## config.mk

```make
export PLATFORM = sky130hd
export DESIGN_NAME = mtwg_front_flat
export DESIGN_NICKNAME = d
export VERILOG_FILES = /design/src/rtl/mtwg_pkg.sv /design/src/rtl/mtwg_req_if.sv /design/src/rtl/mtwg_front.sv /design/src/flat_wrapper.sv
export SDC_FILE = /design/constraint.sdc
export NUM_CORES = 1
export LEC_CHECK = 0
export BUFFER_PORTS_ARGS = -buffer_cell sky130_fd_sc_hd__buf_2
export CAP_MARGIN = 20
export CORE_AREA = 2 2 39 41
export DETAILED_ROUTE_END_ITERATION = 7
export DIE_AREA = 0 0 41 43
export GPL_ROUTABILITY_DRIVEN = 0
export GPL_TIMING_DRIVEN = 0
export SYNTH_ARGS = -nofsm -noshare
export SYNTH_HDL_FRONTEND = slang
export SYNTH_SLANG_ARGS = --single-unit
```

## constraint.sdc

```tcl
create_clock -name vclk -period 0.8
set_input_delay 0.2 -clock vclk [all_inputs]
set_output_delay 0.2 -clock vclk [all_outputs]
set_load 0.02 [all_outputs]
```

## src/rtl/mtwg_pkg.sv

```systemverilog
// ============================================================================
// mtwg_pkg - shared types and constants for the MT19937 word generator
// Widths, generator constants, tempering and index helpers.
// ============================================================================
package mtwg_pkg;

  localparam int WORD_W      = 32;
  localparam int DRAW_W      = 7;
  localparam int STATE_WORDS = 624;
  localparam int IDX_W       = $clog2(STATE_WORDS);
  localparam int MID_OFFSET  = 397;
  localparam int QUEUE_DEPTH = 4;

  localparam logic [WORD_W-1:0] INIT_MULT    = 32'h6C07_8965;
  localparam logic [WORD_W-1:0] TWIST_MATRIX = 32'h9908_B0DF;
  localparam logic [WORD_W-1:0] TEMPER_B     = 32'h9D2C_5680;
  localparam logic [WORD_W-1:0] TEMPER_C     = 32'hEFC6_0000;
  localparam logic [WORD_W-1:0] SEED_RESET   = 32'd5489;

  localparam logic [IDX_W-1:0] IDX_LAST = IDX_W'(STATE_WORDS - 1);
  localparam logic [IDX_W-1:0] IDX_MID  = IDX_W'(MID_OFFSET);

  // register map, index = paddr[2]
  localparam logic REG_SEED   = 1'b0;
  localparam logic REG_TEMPER = 1'b1;

  typedef struct packed {
    logic              seed_load;
    logic              temper_en;
    logic [WORD_W-1:0] seed;
  } mtwg_cfg_t;

  typedef struct packed {
    logic full;
    logic empty;
  } mtwg_qstat_t;

  // next state index with wrap at the end of the state array
  function automatic logic [IDX_W-1:0] idx_inc(input logic [IDX_W-1:0] x);
    idx_inc = (x == IDX_LAST) ? '0 : x + IDX_W'(1);
  endfunction

  function automatic logic [WORD_W-1:0] temper_word(input logic [WORD_W-1:0] w);
    logic [WORD_W-1:0] y;
    y = w ^ (w >> 11);
    y = y ^ ((y << 7) & TEMPER_B);
    y = y ^ ((y << 15) & TEMPER_C);
    y = y ^ (y >> 18);
    temper_word = y;
  endfunction

endpackage

```

## src/rtl/mtwg_req_if.sv

```systemverilog
// ============================================================================
// mtwg_req_if - request channel
// Carries one request (number of words wanted) with valid/ready.
// ============================================================================
interface mtwg_req_if import mtwg_pkg::*; ();
  logic              valid;
  logic              ready;
  logic [DRAW_W-1:0] draws;

  modport source (output valid, output draws, input ready);
  modport sink   (input valid, input draws, output ready);
endinterface

```

## src/rtl/mtwg_front.sv

```systemverilog
// ============================================================================
// mtwg_front - request intake
// Accepts requests, drops empty ones and clamps the count to MAX_DRAWS.
// ============================================================================
module mtwg_front import mtwg_pkg::*; #(
  parameter int MAX_DRAWS = 64,
  parameter int CNT_W     = 7
) (
  mtwg_req_if.sink          req,
  input  mtwg_qstat_t       qstat,
  output logic              push,
  output logic [CNT_W-1:0]  push_cnt
);

  localparam logic [CNT_W-1:0] MAX_CNT = CNT_W'(MAX_DRAWS);

  logic over;

  assign req.ready = ~qstat.full;
  assign over      = (32'(req.draws) > MAX_DRAWS);
  assign push_cnt  = over ? MAX_CNT : req.draws[CNT_W-1:0];
  // zero-word requests are taken and discarded
  assign push      = req.valid & req.ready & (req.draws != '0);

endmodule

```

## src/flat_wrapper.sv

```systemverilog
// flat-port wrapper written by rule: the top's interface ports become plain ports
module mtwg_front_flat import mtwg_pkg::*;
#(
  parameter int MAX_DRAWS = 64,
  parameter int CNT_W     = 7
)
  (qstat, push, push_cnt, req_valid, req_draws, req_ready);
  mtwg_req_if req_i ();
  input  mtwg_qstat_t qstat;
  output logic push;
  output logic [CNT_W-1:0] push_cnt;
  input wire logic [$bits(req_i.valid)-1:0] req_valid;
  input wire logic [$bits(req_i.draws)-1:0] req_draws;
  output wire logic [$bits(req_i.ready)-1:0] req_ready;
  assign req_i.valid = req_valid;
  assign req_i.draws = req_draws;
  assign req_ready = req_i.ready;
  mtwg_front #(.MAX_DRAWS(MAX_DRAWS), .CNT_W(CNT_W)) u_core (.req(req_i), .qstat(qstat), .push(push), .push_cnt(push_cnt));
endmodule
```

==> impl_metrics.ini <==
[run_status]
status = finished with violations
failed_checks = negative setup slack

[critical_path]
slowest_delay_ps = 280
crit_slowest_cell = nor4_4
path_max_fanout = 2
critPathLaunch = req_draws[1]
cp-end-kind = output port
crit_path_start_kind = input port
worstPathRequired_ps = 600
critPathCapture = push
cp_cell_sequence = buf_6, nor4_4, a21oi_2, buf_6
critPathKind = input port to output port
crit_top_cell = buf_6
cp.arrival_ps = 810

[finish]
utilization_pct = 20.80
n_sequential_cell = 0
layout-drive-gt1-share_pct = 70.97
clockBufferCount = 0
final_common_cell = buf_6
nets = 43
syn2layout_area_growth_pct = 253.8
layout_common_cells = 11 x buf_6, 7 x buf_2, 4 x and2b_1
antenna_cells = 0
regArea_um2 = 0

[global_routing]
grt_first_pass_wirelength_um = 483
groute.usage.overall_pct = 3.596
gr-total-overflow = 0
grt_pass1_vias = 147
grt_max_degree = 8
antenna_found_initial = 0

[floorplanning]
die_area_mm2 = 0.001763
die_h_um = 43
start_util_pct = 5.877
die_x_um = 41
core_area_mm2 = 0.001384
io_pins = 19
num_rows = 14

[place]
port-buffer-count = 18
place_ws_ps = -256.1

[routing]
vias = 147
dr.pass1.iters = 1
wl_per_cell_um = 6.936
ant_nets = 0
drt_iter0_markers = 0
via_per_inst = 3.128
detail_route.drc_violations = 0
drt-total-wl_um = 326

[power]
switching_share_pct = 43.44
internal_power_w = 0.00008888
power.switching_w = 0.00006828
vdd.ir_drop.worst_mv = 0.06853
p_leak_nw = 0.1452
seqPwrFrac_pct = 0
powerDensity_mw_per_mm2 = 546.1
p_comb_share_pct = 100.0
power_frac_clock_pct = 0

[timing]
finalHoldViolations = 0
relSlewSlack_pct = 84.92
fin_ws_ps = -206.1
setup_viol = 7
rsz0062_at_grt = true
fin_crit_sh_pct = 125.8
max_freq_ghz = 0.9939
worst_slew_pin_slew_ps = 224.5
maxSlewViolCount = 0
fin_crit_ps = 1006

[synthesis]
synthCells = 12
syn-cell-area_um2 = 81.33
avgSynthCellArea_um2 = 6.777
synth_top_area_share_pct = 36.92
synth.distinct_cells = 9
synth.area.top_cells = and2b_1 37%, nor4_2 15%, and2b_2 11%, nand2b_1 7.7%, nor2b_1 7.7%
ys_seq_area_share_pct = 0
ys_warn_count = 0
synth_nets = 22
synth.largest_area_cell = and2b_1

[flow_run]
maxCapViolations = 0

[hold_path]
hold_path_class = input port to output port
min_from = qstat[1]

[clock_tree]
cts_hold_buf = 0
## worst max-delay path, delay by kind of cell
family          cells  cell delay, ps
simple gates        1             280
compound gates      1              90
buf+inv             2             230
## how the worst min path moves through the flow
stage	to	slack, ps	depth (start not counted)
global route	push_cnt[4]	680	3
CTS	req_ready	660	3
detailed placement	req_ready	650	3
global placement	req_ready	650	3
floorplan	req_ready	480	1
finish	req_ready	650	3
## layout make-up
cell class         instances  area [um2]
inverters                  1       3.754
multi-input cells         10       86.33
repair buffers            19       173.9
plain buffers              1       3.754
well taps                 16       20.02
fillers                  157        1096
## cells in the mapped netlist
library cell	number
and2b_1	4
clkbuf_1	1
nor2b_1	1
nor4_2	1
nand2b_1	1
a21oi_1	1
nor3_1	1
inv_1	1
and2b_2	1
## repair_timing
action	4_1_cts	5_1_grt
pin swaps	2	2
setup endpoints to repair	7	7
gates resized for setup	18	5
buffers inserted	1	0
cloned	0	0
## per-layer routing
layer / vias up / GRT usage, % / wire length [um]
li1: 76 / - / -
met4: 0 / 0 / 0
met3: 0 / 0 / 48
met2: 12 / 8.438 / 184
met5: - / 0 / 0
met1: 59 / 2.848 / 93
## metrics by stage
step / instance area, um2 / std cells / total power, W / hold WS, ps / TNS (ps)
final: 287.8 / 47 / 0.0001572 / 654.7 / -377.1
after detailed placement: 203.9 / 46 / 0.0001129 / 652.9 / -675.6
after global routing: 287.8 / 47 / 0.0001701 / 682.6 / -554.8
after CTS: 270.3 / 47 / 0.0001495 / 655.0 / -448.7
after floorplan: 93.84 / 12 / 0.00005720 / 476.6 / 0
after global placement: 203.9 / 46 / 0.0001114 / 650.8 / -647.5
## power by group through the flow
stage / logic [W] / registers, W / clock network [W]
after floorplan: 0.0000572 / 0 / 0
after global placement: 0.000111 / 0 / 0
after detailed placement: 0.000113 / 0 / 0
after CTS: 0.000150 / 0 / 0
after global routing: 0.000170 / 0 / 0
final: 0.000157 / 0 / 0
## cell families after synthesis
kind of cell           share of synthesized area [%]
AO/OA/AOI/OAI                                  6.148
buffers and inverters                          9.222
AND/OR/NAND/NOR                                84.62
Power figures use the tool's default switching activity.
