`src/rtl/mtwg_pkg.sv`:
```
// ============================================================================
// mtwg_pkg - shared types and constants for the MT19937 word generator
// Widths, generator constants, tempering and index helpers.
// ============================================================================
package mtwg_pkg;

  localparam int WORD_W      = 32;
  localparam int DRAW_W      = 7;
  localparam int STATE_WORDS = 624;
  localparam int IDX_W       = $clog2(STATE_WORDS);
  localparam int MID_OFFSET  = 397;
  localparam int QUEUE_DEPTH = 4;

  localparam logic [WORD_W-1:0] INIT_MULT    = 32'h6C07_8965;
  localparam logic [WORD_W-1:0] TWIST_MATRIX = 32'h9908_B0DF;
  localparam logic [WORD_W-1:0] TEMPER_B     = 32'h9D2C_5680;
  localparam logic [WORD_W-1:0] TEMPER_C     = 32'hEFC6_0000;
  localparam logic [WORD_W-1:0] SEED_RESET   = 32'd5489;

  localparam logic [IDX_W-1:0] IDX_LAST = IDX_W'(STATE_WORDS - 1);
  localparam logic [IDX_W-1:0] IDX_MID  = IDX_W'(MID_OFFSET);

  // register map, index = paddr[2]
  localparam logic REG_SEED   = 1'b0;
  localparam logic REG_TEMPER = 1'b1;

  typedef struct packed {
    logic              seed_load;
    logic              temper_en;
    logic [WORD_W-1:0] seed;
  } mtwg_cfg_t;

  typedef struct packed {
    logic full;
    logic empty;
  } mtwg_qstat_t;

  // next state index with wrap at the end of the state array
  function automatic logic [IDX_W-1:0] idx_inc(input logic [IDX_W-1:0] x);
    idx_inc = (x == IDX_LAST) ? '0 : x + IDX_W'(1);
  endfunction

  function automatic logic [WORD_W-1:0] temper_word(input logic [WORD_W-1:0] w);
    logic [WORD_W-1:0] y;
    y = w ^ (w >> 11);
    y = y ^ ((y << 7) & TEMPER_B);
    y = y ^ ((y << 15) & TEMPER_C);
    y = y ^ (y >> 18);
    temper_word = y;
  endfunction

endpackage

```
`src/rtl/mtwg_queue.sv`:
```
// ============================================================================
// mtwg_queue - request queue
// Small register FIFO holding clamped request counts for the back end.
// ============================================================================
module mtwg_queue import mtwg_pkg::*; #(
  parameter int CNT_W = 7
) (
  input  logic             clk,
  input  logic             rst_n,
  input  logic             push,
  input  logic [CNT_W-1:0] push_cnt,
  input  logic             pop,
  output logic [CNT_W-1:0] pop_cnt,
  output mtwg_qstat_t      qstat
);

  localparam int PTR_W = $clog2(QUEUE_DEPTH);
  localparam int FILL_W = $clog2(QUEUE_DEPTH + 1);

  logic [CNT_W-1:0]  slot_r [QUEUE_DEPTH];
  logic [PTR_W-1:0]  wr_ptr_r, rd_ptr_r;
  logic [FILL_W-1:0] fill_r, fill_nxt;
  logic              do_push, do_pop;

  assign qstat.full  = (fill_r == FILL_W'(QUEUE_DEPTH));
  assign qstat.empty = (fill_r == '0);
  assign do_push     = push & ~qstat.full;
  assign do_pop      = pop & ~qstat.empty;
  assign pop_cnt     = slot_r[rd_ptr_r];

  always_comb begin
    fill_nxt = fill_r;
    if (do_push & ~do_pop) fill_nxt = fill_r + FILL_W'(1);
    else if (do_pop & ~do_push) fill_nxt = fill_r - FILL_W'(1);
  end

  always_ff @(posedge clk) begin
    if (!rst_n) begin
      wr_ptr_r <= '0;
      rd_ptr_r <= '0;
      fill_r   <= '0;
    end else begin
      fill_r <= fill_nxt;
      if (do_push) wr_ptr_r <= wr_ptr_r + PTR_W'(1);
      if (do_pop)  rd_ptr_r <= rd_ptr_r + PTR_W'(1);
    end
  end

  always_ff @(posedge clk) begin
    if (do_push) slot_r[wr_ptr_r] <= push_cnt;
  end

endmodule

```
`config.mk`:
```
export PLATFORM = sky130hd
export DESIGN_NAME = mtwg_queue
export DESIGN_NICKNAME = d
export VERILOG_FILES = /design/src/rtl/mtwg_pkg.sv /design/src/rtl/mtwg_queue.sv
export SDC_FILE = /design/constraint.sdc
export NUM_CORES = 1
export LEC_CHECK = 0
export ABC_AREA = 1
export BUFFER_PORTS_ARGS = -buffer_cell sky130_fd_sc_hd__buf_2
export CAP_MARGIN = 10
export CORE_ASPECT_RATIO = 2
export CORE_MARGIN = 4
export CORE_UTILIZATION = 40
export DETAILED_ROUTE_END_ITERATION = 10
export GPL_TIMING_DRIVEN = 0
export PLACE_DENSITY = 0.61
export SLEW_MARGIN = 15
export SYNTH_ARGS = -nofsm -noshare
export SYNTH_HDL_FRONTEND = slang
export SYNTH_SLANG_ARGS = --single-unit
```
`constraint.sdc`:
```
create_clock -name clk -period 2.1 [get_ports clk]
set_input_delay 0.105 -clock clk [delete_from_list [all_inputs] [get_ports clk]]
set_output_delay 0.105 -clock clk [all_outputs]
set_load 0.02 [all_outputs]
```
==> results.txt, run 1 <==
The flow ran to the end, and the final reports show no timing, DRC or antenna violations. The maximum single-stage delay on the critical path came out at approximately 0.44 ns. The first global-routing pass estimated between 4000 and 5000 µm of wire. The overall track demand over capacity in global routing came out at 0.129.

The sequential area share after synthesis came out at 0.657. Walking the worst path, the cells encountered are nor2_4, nand2_2, nand2_4, inv_2, ha_1, inv_1, fa_1, inv_1, nand2_1, nand3_1, nand2_1, nand2_1, nor2_1. The clock insertion delay at the later pin of the skew report came out at 0.28 ns.

The total leakage power is just over 0.7 nW. In the synthesized netlist the dominant register cell turns out to be sky130_fd_sc_hd__edfxtp_1. The via count of the first global-routing pass is 1039. The count of synthesis-stage warnings from yosys came out at 0. The net count of the mapped netlist is 154. The proportion of synthesized flip-flops having asynchronous set or reset came out at 0. The number of sinks handled by clock tree synthesis came out at 37. The post-detailed-route DRC marker count is 0. The most frequent cell on the critical path is sky130_fd_sc_hd__nand2_1. The count of cell types in the netlist came out at 20. The post-synthesis register bit count came out at 37. Post-CTS repair changed the size of 0 cells. The total power per unit cell area came out at 1200 nW/µm². The worst-path maximum fanout came out at 5. The detailed-route vias per instance came out at around 4.8.

In the final layout, the share of cells above drive strength 1 is 0.213. Clock-pin slew was measured on the worst setup and hold paths at 0.06 ns. The detailed router's first-iteration violation count came out at 28. The number of slew-limit violations in the final report is 0.

The normalized max-slew margin came out at 0.527. The maximum number of pins on one net before global-route repair is 12. Clock skew on the completed layout was measured at about 0.0028 ns.

In the post-synthesis netlist, the cell with the most instances is sky130_fd_sc_hd__edfxtp_1. After detailed routing, the total wire length is just under 3000 µm. The launch point of the worst hold path is push_cnt[4].

In this run the worst setup path begins at fill_r[0]$_SDFFE_PN0P_. The critical path required time is 2.27 ns. The TritonCTS clock tree is done. The count of boundary I/O pins is 20. The number of iterations in the first detailed-routing pass came out at 4. The post-route minimum period is 1.87 ns. In this run the horizontal extent of the chip is roughly 52 µm. The start of the worst register-to-register path is fill_r[0]$_SDFFE_PN0P_.

The area of the die came out at 5010 µm². The number of input and output port buffers inserted is 19. The number of post-CTS setup repair buffers is 0. The layout-stage area growth over the synthesis result came out at 15.2%. The floorplan step set the die height to just under 100 µm. The type of destination of the critical path is a flop. The placeable core area is 3680 µm². The deepest level of the CTS H-tree came out at 2. Timing analysis after detailed placement gives a worst setup slack of around 0.22 ns. The worst IR drop on VDD is 0.633 mV.

The number of buffers added by the clock tree synthesis step came out at 5. The starting utilization of the core area is 0.422. The number of antenna violations at the first check in global routing is 0. The post-synthesis cell area is 1550 µm².

For the pin with the worst max-slew slack, the measured transition is 0.707 ns. The maximum count of clock buffers along a single path is 2. The final worst hold slack is 0.0378 ns.

The top-area cell type share of the netlist area is 0.541. Hold repair after CTS inserted 0 buffers. By startpoint and endpoint, the worst setup path is classified as reg -> reg.

In the final routed layout, each cell accounts on average for 13.7 µm. Summed over all nets, the half-perimeter wirelength after detailed placement is 2130 µm. The worst hold path belongs to the class in -> reg.

Of the available clock period, the critical path in the final layout requires 0.892. The count of endpoints failing hold in the final timing report came out at 0. The repair_antennas step left the layout with diodes totalling 0.

The synthesized netlist cell count came out at 137. The vias after detailed routing came out at approximately 1.0k. The final net count is 180.

Timing would allow up to roughly 0.53 GHz. The data arrival at the endpoint of the critical path came out at 2.05 ns. On the critical path, the stage with the largest delay is an instance of sky130_fd_sc_hd__dfxtp_1. Setup violations remaining at the end of the flow were counted as 0. The number of nets with antenna violations after routing came out at 0.

The least setup slack across all paths after layout came out at ~0.23 ns. The floorplan has 31 rows. The cell taking the most area after synthesis is sky130_fd_sc_hd__edfxtp_1.

By count the netlist is led by 28 x sky130_fd_sc_hd__edfxtp_1, 27 x sky130_fd_sc_hd__nor2_1, 16 x sky130_fd_sc_hd__inv_1. In the post-synthesis netlist, the biggest area contributors are sky130_fd_sc_hd__edfxtp_1 54%, sky130_fd_sc_hd__dfxtp_1 12%, sky130_fd_sc_hd__nor2_1 6.5%. The placer's final routability congestion estimate is 0.758.

The number of cells on the worst hold path came out at 1. Setup repair after global routing left no endpoint under its margin. Counting flops with a built-in enable in the synthesized netlist gives 28. The worst setup path is launched from a flop. Max-cap violations in this run came to 0.

The residual overflow from global routing is 0. The average cell area after synthesis came out at 11.3 µm². The cell depth of the worst flop-to-flop path came out at 13.

The setup TNS came out at 0 ns. The buffer cell driving the clock tree root is sky130_fd_sc_hd__clkbuf_8.
-- power by group --
group / total (W) / switching, W / internal [W]
Clock: 0.000444 / 0.000214 / 0.000230
Sequential: 0.000979 / 0.0000780 / 0.000901
Combinational: 0.000720 / 0.000466 / 0.000254
-- critical path: cells and delay by family, from the launching register on --
kind,cells,cell delay [ns]
AND/OR/NAND/NOR,8,0.56
adder cells (fa/ha/maj),2,0.54
flip-flops,1,0.44
buffers and inverters,3,0.22
-- per-stage QoR --
step | cell area, µm² | util | total power, W | instances
after floorplan | 1550 | - | 0.00150 | 137
after global placement | 1710 | 0.464 | 0.00168 | 205
after detailed placement | 1710 | 0.464 | 0.00172 | 205
after CTS | 1790 | 0.486 | 0.00217 | 213
after global routing | 1790 | 0.486 | 0.00227 | 213
final | 1790 | 0.486 | 0.00214 | 213
-- placed cells by master (no fill, tap or decap) --
cell / count
sky130_fd_sc_hd__a21oi_1: 3
sky130_fd_sc_hd__buf_2: 19
sky130_fd_sc_hd__buf_6: 2
sky130_fd_sc_hd__clkbuf_1: 2
sky130_fd_sc_hd__clkbuf_8: 5
sky130_fd_sc_hd__clkinv_1: 1
sky130_fd_sc_hd__dfxtp_1: 9
sky130_fd_sc_hd__edfxtp_1: 28
sky130_fd_sc_hd__fa_1: 1
sky130_fd_sc_hd__ha_1: 5
sky130_fd_sc_hd__inv_1: 16
sky130_fd_sc_hd__inv_2: 2
sky130_fd_sc_hd__nand2_1: 10
sky130_fd_sc_hd__nand2_2: 4
sky130_fd_sc_hd__nand2_4: 1
sky130_fd_sc_hd__nand3_1: 4
sky130_fd_sc_hd__nand3b_1: 1
sky130_fd_sc_hd__nor2_1: 27
sky130_fd_sc_hd__nor2_4: 1
sky130_fd_sc_hd__o21ai_0: 9
sky130_fd_sc_hd__o21ai_1: 5
sky130_fd_sc_hd__o21ai_2: 1
sky130_fd_sc_hd__o22ai_1: 7
sky130_fd_sc_hd__xor2_1: 1
-- registers in the layout, summed over array words and instances (netlist names), named ones only --
| signal | cells |
|---|---|
| fill_r | 3 |
| slot_r | 28 |
| wr_ptr_r | 2 |
| rd_ptr_r | 2 |
-- metal layers --
| layer | track usage | up-vias | wire (µm) |
|---|---|---|---|
| li1 | - | 513 | - |
| met1 | 0.115 | 481 | 1140 |
| met2 | 0.248 | 19 | 1600 |
| met3 | 0.0341 | 6 | 101 |
| met4 | 0.0700 | 0 | 61 |
| met5 | 0 | - | 0 |
-- final cells by class --
type / instances / area, µm²
fillers: 339 / 1890
inverters: 18 / 67.6
clock inverters: 1 / 3.75
well taps: 49 / 61.3
plain buffers: 2 / 22.5
clock buffers: 7 / 76.3
flip-flops and latches: 37 / 1020
multi-input cells: 80 / 443
repair buffers: 19 / 95.1
-- logic make-up after synthesis --
kind of cell             after synthesis  synth area share
buffers and inverters                 20            0.0580
AND/OR/NAND/NOR                       48             0.138
adder cells (fa/ha/maj)                6            0.0531
flip-flops                            37             0.657
XOR/XNOR                               1           0.00564
AO/OA/AOI/OAI                         25            0.0886
-- final timing paths --
path	end	slack [ns]
min	slot_r[2][4]$_DFFE_PP_	0.04
max reg2reg	fill_r[2]$_SDFFE_PN0P_	0.23
min reg2reg	flop	0.50
max	fill_r[2]$_SDFFE_PN0P_	0.23
(Power assumes the default switching activity.)
==> inputs of run 2 (changes only) <==
Settings changed: CAP_MARGIN 10 to default.
Clock period 2.1 ns to 1.85 ns, I/O delays scaled along.
==> results.txt, run 2 (same netlist as run 1, synthesis figures left out) <==
The share of post-route cells with drive strength above 1 came to 0.242 (+0.0290). The maximum count of clock buffers along a single path came to 2 (unchanged). The library cell used most frequently in the layout, excluding fill and tap cells, is sky130_fd_sc_hd__edfxtp_1.

The area of the die came out at 5010 µm² (unchanged). The register clock-pin slew on the reported worst setup and hold paths came out at 0.06 ns (about the same). The deepest level of the CTS H-tree was 2 (unchanged). The overall track demand over capacity in global routing is 0.129 (unchanged).

The number of antenna violations at the first check in global routing came to 0 (unchanged). Setup repair after global routing left no endpoint under its margin. The total area of sequential cells is 1030 µm² (+0.74%).

The total leakage power is 0.726 nW (+1.9%). Relative to the synthesized area, the layout overhead comes to 17.8%. The number of input and output port buffers inserted is 19 (unchanged). The worst IR drop on VDD came out at 0.732 mV (+16%). The post-route standard cell area excluding fillers came out at 1830 µm² (+2.2%). The via count of the first global-routing pass came out at 1039 (unchanged). The worst-path maximum fanout came out at 5 (unchanged).

The post-route minimum period came out at 1.73 ns (-0.140 ns). The post-detailed-route DRC marker count came out at 0 (unchanged). STA classifies the critical path startpoint as a flop. The detailed router's first-iteration violation count came to 21 (-25%). Leaving out fill and tap cells, the most frequent cells in the layout are 28 x sky130_fd_sc_hd__edfxtp_1, 27 x sky130_fd_sc_hd__nor2_1, 19 x sky130_fd_sc_hd__buf_2, 16 x sky130_fd_sc_hd__inv_1, 10 x sky130_fd_sc_hd__nand2_1. The critical path required time is 2.02 ns (-0.25 ns).

The data arrival at the endpoint of the critical path is 1.90 ns (-0.15 ns). The number of slew-limit violations in the final report is 0 (unchanged). The half-perimeter wire length after placement came out at 2130 µm (unchanged). The number of buffer and inverter instances along the worst setup path is 2 (-1).

The count of antenna diodes in the layout is 0 (unchanged). The placer's final routability congestion estimate came to 0.758 (unchanged). The number of filler instances in the final layout was 335 (-1.2%). The count of endpoints failing hold in the final timing report came out at 0 (unchanged). The placeable core area was 3680 µm² (unchanged). The final worst-path cycle share came out at 0.937 (+0.0447). The least setup slack across all paths after layout came out at 0.117 ns (-0.110 ns). The setup path with the least slack is of type reg -> reg. The number of buffers added by the clock tree synthesis step is 5 (unchanged).

The starting utilization of the core area came to 0.422 (unchanged). The largest individual stage delay along the critical path comes from the cell sky130_fd_sc_hd__fa_2. The type of destination of the critical path is a flop. The residual overflow from global routing came out at 0 (unchanged). In this run the worst hold path is classified as in -> reg.

The overall die width is 52.1 µm (unchanged). The first-pass GRT wire length came out at 4570 µm (unchanged). In the final layout, the registers with the most flip-flops are slot_r x28, fill_r x3. The worst-case clock skew came out at 0.00353 ns (+0.000748 ns). The number of sinks handled by clock tree synthesis is 37 (unchanged). The detailed-route wire length is 2960 µm (+1.9%).

The setup TNS came out at 0 ns (unchanged). The area occupied by multi-input gates came out at 468 µm² (+5.6%). The routed length per instance came out at 13.8 µm (+1.4%). The max-capacitance violation count is 0 (unchanged). The maximum single-stage delay on the critical path came to 0.44 ns (about the same).

The maximum number of pins on one net before global-route repair came to 12 (unchanged). The vias after detailed routing is 1028 (+0.88%). Ranked by flip-flop count, first place goes to slot_r. The flip-flop count of the largest register, all copies and words added came to 28 (unchanged).

The number of nets with antenna violations after routing came out at 0 (unchanged). The standard cell area after detailed placement is 1710 µm² (unchanged). The detailed-route vias per instance is 4.80 (+0.41%).

TritonCTS built the clock tree. The normalized max-slew margin is 0.527 (about the same). The post-place setup slack is -0.0277 ns (-0.250 ns). The flow ran to the end, and the final reports show no timing, DRC or antenna violations. The clock insertion delay at the later pin of the skew report is 0.28 ns (about the same). The final net count is 181 (+0.56%).

The total power per unit cell area is 1370 nW/µm² (+14%). The most frequent cell on the critical path is sky130_fd_sc_hd__nand2_4. Clock tree synthesis selected as its root buffer the cell sky130_fd_sc_hd__clkbuf_8. The signal on the critical path passes through nor2_4, nand2_4, nand2_4, inv_2, ha_4, inv_1, fa_2, o21ai_1, nor2_1.

The total number of placement rows came out at 31 (unchanged). The number of hold buffers added after CTS is 0 (unchanged). The count of boundary I/O pins came to 20 (unchanged). The slew at the pin closest to its max-slew limit is 0.706 ns (-0.000201 ns). Among cell families on the critical path, the largest total delay comes from adder cells. The fmax came out at 0.577 GHz (+8.1%). The number of iterations in the first detailed-routing pass is 4 (unchanged).

The count of endpoints failing setup in the final report is 0 (unchanged). The vertical die dimension is 96.1 µm (unchanged).
## run 2: changes by cell type in the layout (fill, tap and decap cells not counted)
cell	change
sky130_fd_sc_hd__nand2_4	+2
sky130_fd_sc_hd__o21ai_1	+1
sky130_fd_sc_hd__dfxtp_4	+2
sky130_fd_sc_hd__ha_1	-1
sky130_fd_sc_hd__buf_4	+1
sky130_fd_sc_hd__fa_2	+1
sky130_fd_sc_hd__dfxtp_1	-2
sky130_fd_sc_hd__ha_4	+1
sky130_fd_sc_hd__nand2_2	-2
sky130_fd_sc_hd__fa_1	-1
sky130_fd_sc_hd__o21ai_0	-1
## run 2: path summary, 6_finish.rpt
path | from | endpoint | slack, ns | cells after the start
hold / removal | push_cnt[4] | slot_r[2][4]$_DFFE_PP_ | 0.02 | 1
hold reg to reg | rd_ptr_r[0]$_SDFFE_PN0P_ | flop | 0.50 | 2
setup / recovery | fill_r[0]$_SDFFE_PN0P_ | fill_r[1]$_SDFFE_PN0P_ | 0.12 | 9
setup reg to reg | fill_r[0]$_SDFFE_PN0P_ | fill_r[1]$_SDFFE_PN0P_ | 0.12 | 9
## run 2: through the flow
stage,cells,hold slack (ns),util,total power (W)
finish,214,0.0249,0.497,0.00251
global route,214,0.0174,0.497,0.00266
CTS,213,0.0175,0.487,0.00247
detailed placement,205,0.309,0.464,0.00196
global placement,205,0.306,0.464,0.00191
floorplan,137,0.191,-,0.00170
## run 2: final cells by class
cell class / count / area share
Clock buffer: 7 / 0.0417
Sequential cell: 37 / 0.562
Inverter: 18 / 0.0369
Timing Repair Buffer: 20 / 0.0560
Buffer: 2 / 0.0123
Tap cell: 49 / 0.0335
Multi-Input combinational cell: 80 / 0.256
Clock inverter: 1 / 0.00205
## run 2: metal layers
layer / part of all wire / global-route usage / vias up
li1: - / - / 518
met4: 0.021 / 0.0700 / 0
met5: 0 / 0 / -
met1: 0.39 / 0.115 / 487
met2: 0.55 / 0.248 / 17
met3: 0.032 / 0.0341 / 6
## run 2: report_power, final
group / leakage, nW / internal (W) / switching (W) / total (W)
sequential: 0.332 / 0.00103 / 0.0000858 / 0.00112
clock: 0.0399 / 0.000262 / 0.000242 / 0.000504
combinational: 0.354 / 0.000324 / 0.000559 / 0.000883
total: 0.726 / 0.00162 / 0.000887 / 0.00251
## run 2: repair_timing
item                                    CTS  global route
resized for setup                         2             8
endpoints found under the setup margin    1             2
pin swaps                                 0             1
buffers inserted                          0             1
==> inputs of run 3 (changes only) <==
Settings changed: CORE_MARGIN 4 to 3.
==> results.txt, run 3 (same netlist as run 1, synthesis figures left out) <==
The routed length on met1 is 1060 µm (-9.2%). The final worst-path cycle share is 0.950 (+0.0132). The deepest level of the CTS H-tree is 2 (unchanged). The total number of placement rows came to 31 (unchanged). The register clock-pin slew on the reported worst setup and hold paths came out at 0.07 ns (about the same). The top cell types in the final layout, fill and taps aside, are 28 x sky130_fd_sc_hd__edfxtp_1, 27 x sky130_fd_sc_hd__nor2_1, 19 x sky130_fd_sc_hd__buf_2, 15 x sky130_fd_sc_hd__inv_1, 10 x sky130_fd_sc_hd__nand2_1.

The post-route minimum period came to 1.76 ns (+0.0244 ns). The data arrival at the endpoint of the critical path came out at 1.93 ns (+0.03 ns). The run finished with clean final reports. After detailed routing, no signal wire sits above met4. The vias after detailed routing is 1047 (+1.8%).

slot_r holds more flip-flops than any other register. The worst IR drop on VDD came out at 0.810 mV (+11%). The total area of sequential cells is 1030 µm² (unchanged).

Traced cell by cell, the critical path runs through nor2_4, nand2_4, nand2_4, inv_2, ha_2, inv_2, fa_2, o21ai_1, nor2_1. TritonCTS built the clock tree. The normalized max-slew margin is 0.526 (-0.00181). The number of filler instances in the final layout was 345 (+3.0%). The critical path in this run is classified as reg -> reg.

The number of iterations in the first detailed-routing pass came to 4 (unchanged). The count of endpoints failing hold in the final timing report is 0 (unchanged). The placeable core area came out at 3680 µm² (unchanged). The share of the core filled with cells came out at 0.495 (-0.00204).

The fmax came out at 0.569 GHz (-1.4%). The number of buffers added by the clock tree synthesis step came out at 5 (unchanged). Setup repair after global routing left no endpoint under its margin. The area of the die came out at 4710 µm² (-5.8%). The worst-case clock skew came to 0.00428 ns (+0.000743 ns). The via count of the first global-routing pass is 1079 (+3.8%). The detailed-routed wire length on met3 was 141 µm (+48%). The routed length per instance came out at 13.9 µm (+0.30%). The library cell used most frequently in the layout, excluding fill and tap cells, is sky130_fd_sc_hd__edfxtp_1. The number of sinks handled by clock tree synthesis is 37 (unchanged). The detailed-route wire length came to 2960 µm (-0.17%). The overall track demand over capacity in global routing came to 0.142 (+0.0126). The number of nets with antenna violations after routing is 0 (unchanged). The worst-path maximum fanout is 5 (unchanged). The starting utilization of the core area is 0.422 (unchanged).

The number of slew-limit violations in the final report was 0 (unchanged). The number of hold buffers added after CTS is 0 (unchanged). The setup TNS is 0 ns (unchanged). The placer's final routability congestion estimate is 0.748 (-1.3%). The post-place setup slack came out at 0.0179 ns (+0.0456 ns).

The detailed-route vias per instance came out at 4.92 (+2.3%). In this design, the largest share of critical-path delay is due to adder cells. The detailed router's first-iteration violation count is 20 (-4.8%).

The first-pass GRT wire length is 4850 µm (+6.2%). The vertical die dimension came out at 94.1 µm (-2.1%). The count of boundary I/O pins came out at 20 (unchanged).

Among all stages on the critical path, the largest delay is contributed by sky130_fd_sc_hd__fa_2. The number of buffer and inverter instances along the worst setup path is 2 (unchanged). Relative to the synthesized area, the layout overhead comes to 17.3%.

The final net count is 180 (-0.55%). The clock insertion delay at the later pin of the skew report is 0.28 ns (about the same). The area occupied by multi-input gates came out at 468 µm² (unchanged). The total power per unit cell area came out at 1380 nW/µm² (+0.63%). The maximum count of clock buffers along a single path is 2 (unchanged). The element type at the critical path start is a flop. The max-capacitance violation count is 0 (unchanged). The count of antenna diodes in the layout came out at 0 (unchanged). The count of endpoints failing setup in the final report is 0 (unchanged). The buffer cell driving the clock tree root is sky130_fd_sc_hd__clkbuf_8. The type of destination of the critical path is a flop. The maximum number of pins on one net before global-route repair came out at 12 (unchanged). The overall die width came to 50.1 µm (-3.8%). The maximum single-stage delay on the critical path is 0.43 ns (about the same). The number of input and output port buffers inserted came to 19 (unchanged). The total leakage power is 0.725 nW (-0.13%). The residual overflow from global routing came out at 0 (unchanged). The number of antenna violations at the first check in global routing is 0 (unchanged). The detailed route wirelength on metal2 is 1680 µm (+2.9%).

The least setup slack across all paths after layout is 0.0929 ns (-0.0244 ns). The critical path required time came out at 2.02 ns (about the same). The slew at the pin closest to its max-slew limit came out at 0.709 ns (+0.00270 ns). The share of post-route cells with drive strength above 1 is 0.250 (+0.00758). The half-perimeter wire length after placement came out at 2150 µm (+1.4%). The tightest min-delay check is of the in -> reg type. In the final layout, the registers with the most flip-flops are slot_r x28, fill_r x3.

The post-detailed-route DRC marker count came out at 0 (unchanged). The flip-flop count of the largest register, all copies and words added came out at 28 (unchanged).
-- run 3: cell count changes in the layout (fill, tap and decap cells not counted) --
cell and change:
sky130_fd_sc_hd__buf_4 -1, sky130_fd_sc_hd__nand2_4 +1, sky130_fd_sc_hd__inv_2 +1, sky130_fd_sc_hd__nand3_2 +1, sky130_fd_sc_hd__inv_1 -1, sky130_fd_sc_hd__nand3_1 -1, sky130_fd_sc_hd__ha_4 -1, sky130_fd_sc_hd__ha_2 +1
sky130_fd_sc_hd__nand2_2 -1
-- run 3: where the power goes --
group | switching [W] | leakage (nW) | internal, W | total, W
logic | 0.000559 | 0.353 | 0.000314 | 0.000873
registers | 0.0000933 | 0.332 | 0.00103 | 0.00113
clock network | 0.000251 | 0.0399 | 0.000262 | 0.000512
-- run 3: what timing repair did --
item	in CTS	in global routing
setup buffers	0	0
setup endpoints to repair	1	2
pin swaps	0	2
resized for setup	1	11
-- run 3: metrics by stage --
step,hold WS [ns],power (W),cells,instance area [µm²]
floorplan,0.191,0.00170,137,1550
global placement,0.301,0.00191,205,1710
detailed placement,0.309,0.00195,205,1710
CTS,0.0145,0.00247,213,1790
global route,0.0175,0.00267,213,1820
finish,0.0236,0.00251,213,1820
-- run 3: final cells by class --
class,count,share of cell area
flip-flops and latches,37,0.564
multi-input cells,80,0.257
repair buffers,19,0.0522
clock buffers,7,0.0419
inverters,18,0.0371
well taps,49,0.0336
plain buffers,2,0.0124
clock inverters,1,0.00206
-- run 3: routing by layer --
layer	vias up	track usage
met3	5	0.0334
li1	518	-
met2	31	0.266
met4	0	0.0693
met5	-	0
met1	493	0.138
-- run 3: worst paths after layout --
check | end | slack, ns | from | cells past startpoint
setup / recovery | fill_r[1]$_SDFFE_PN0P_ | 0.09 | fill_r[0]$_SDFFE_PN0P_ | 9
setup reg to reg | fill_r[1]$_SDFFE_PN0P_ | 0.09 | fill_r[0]$_SDFFE_PN0P_ | 9
hold reg to reg | flop | 0.51 | rd_ptr_r[0]$_SDFFE_PN0P_ | 2
hold / removal | slot_r[3][4]$_DFFE_PP_ | 0.02 | push_cnt[4] | 1
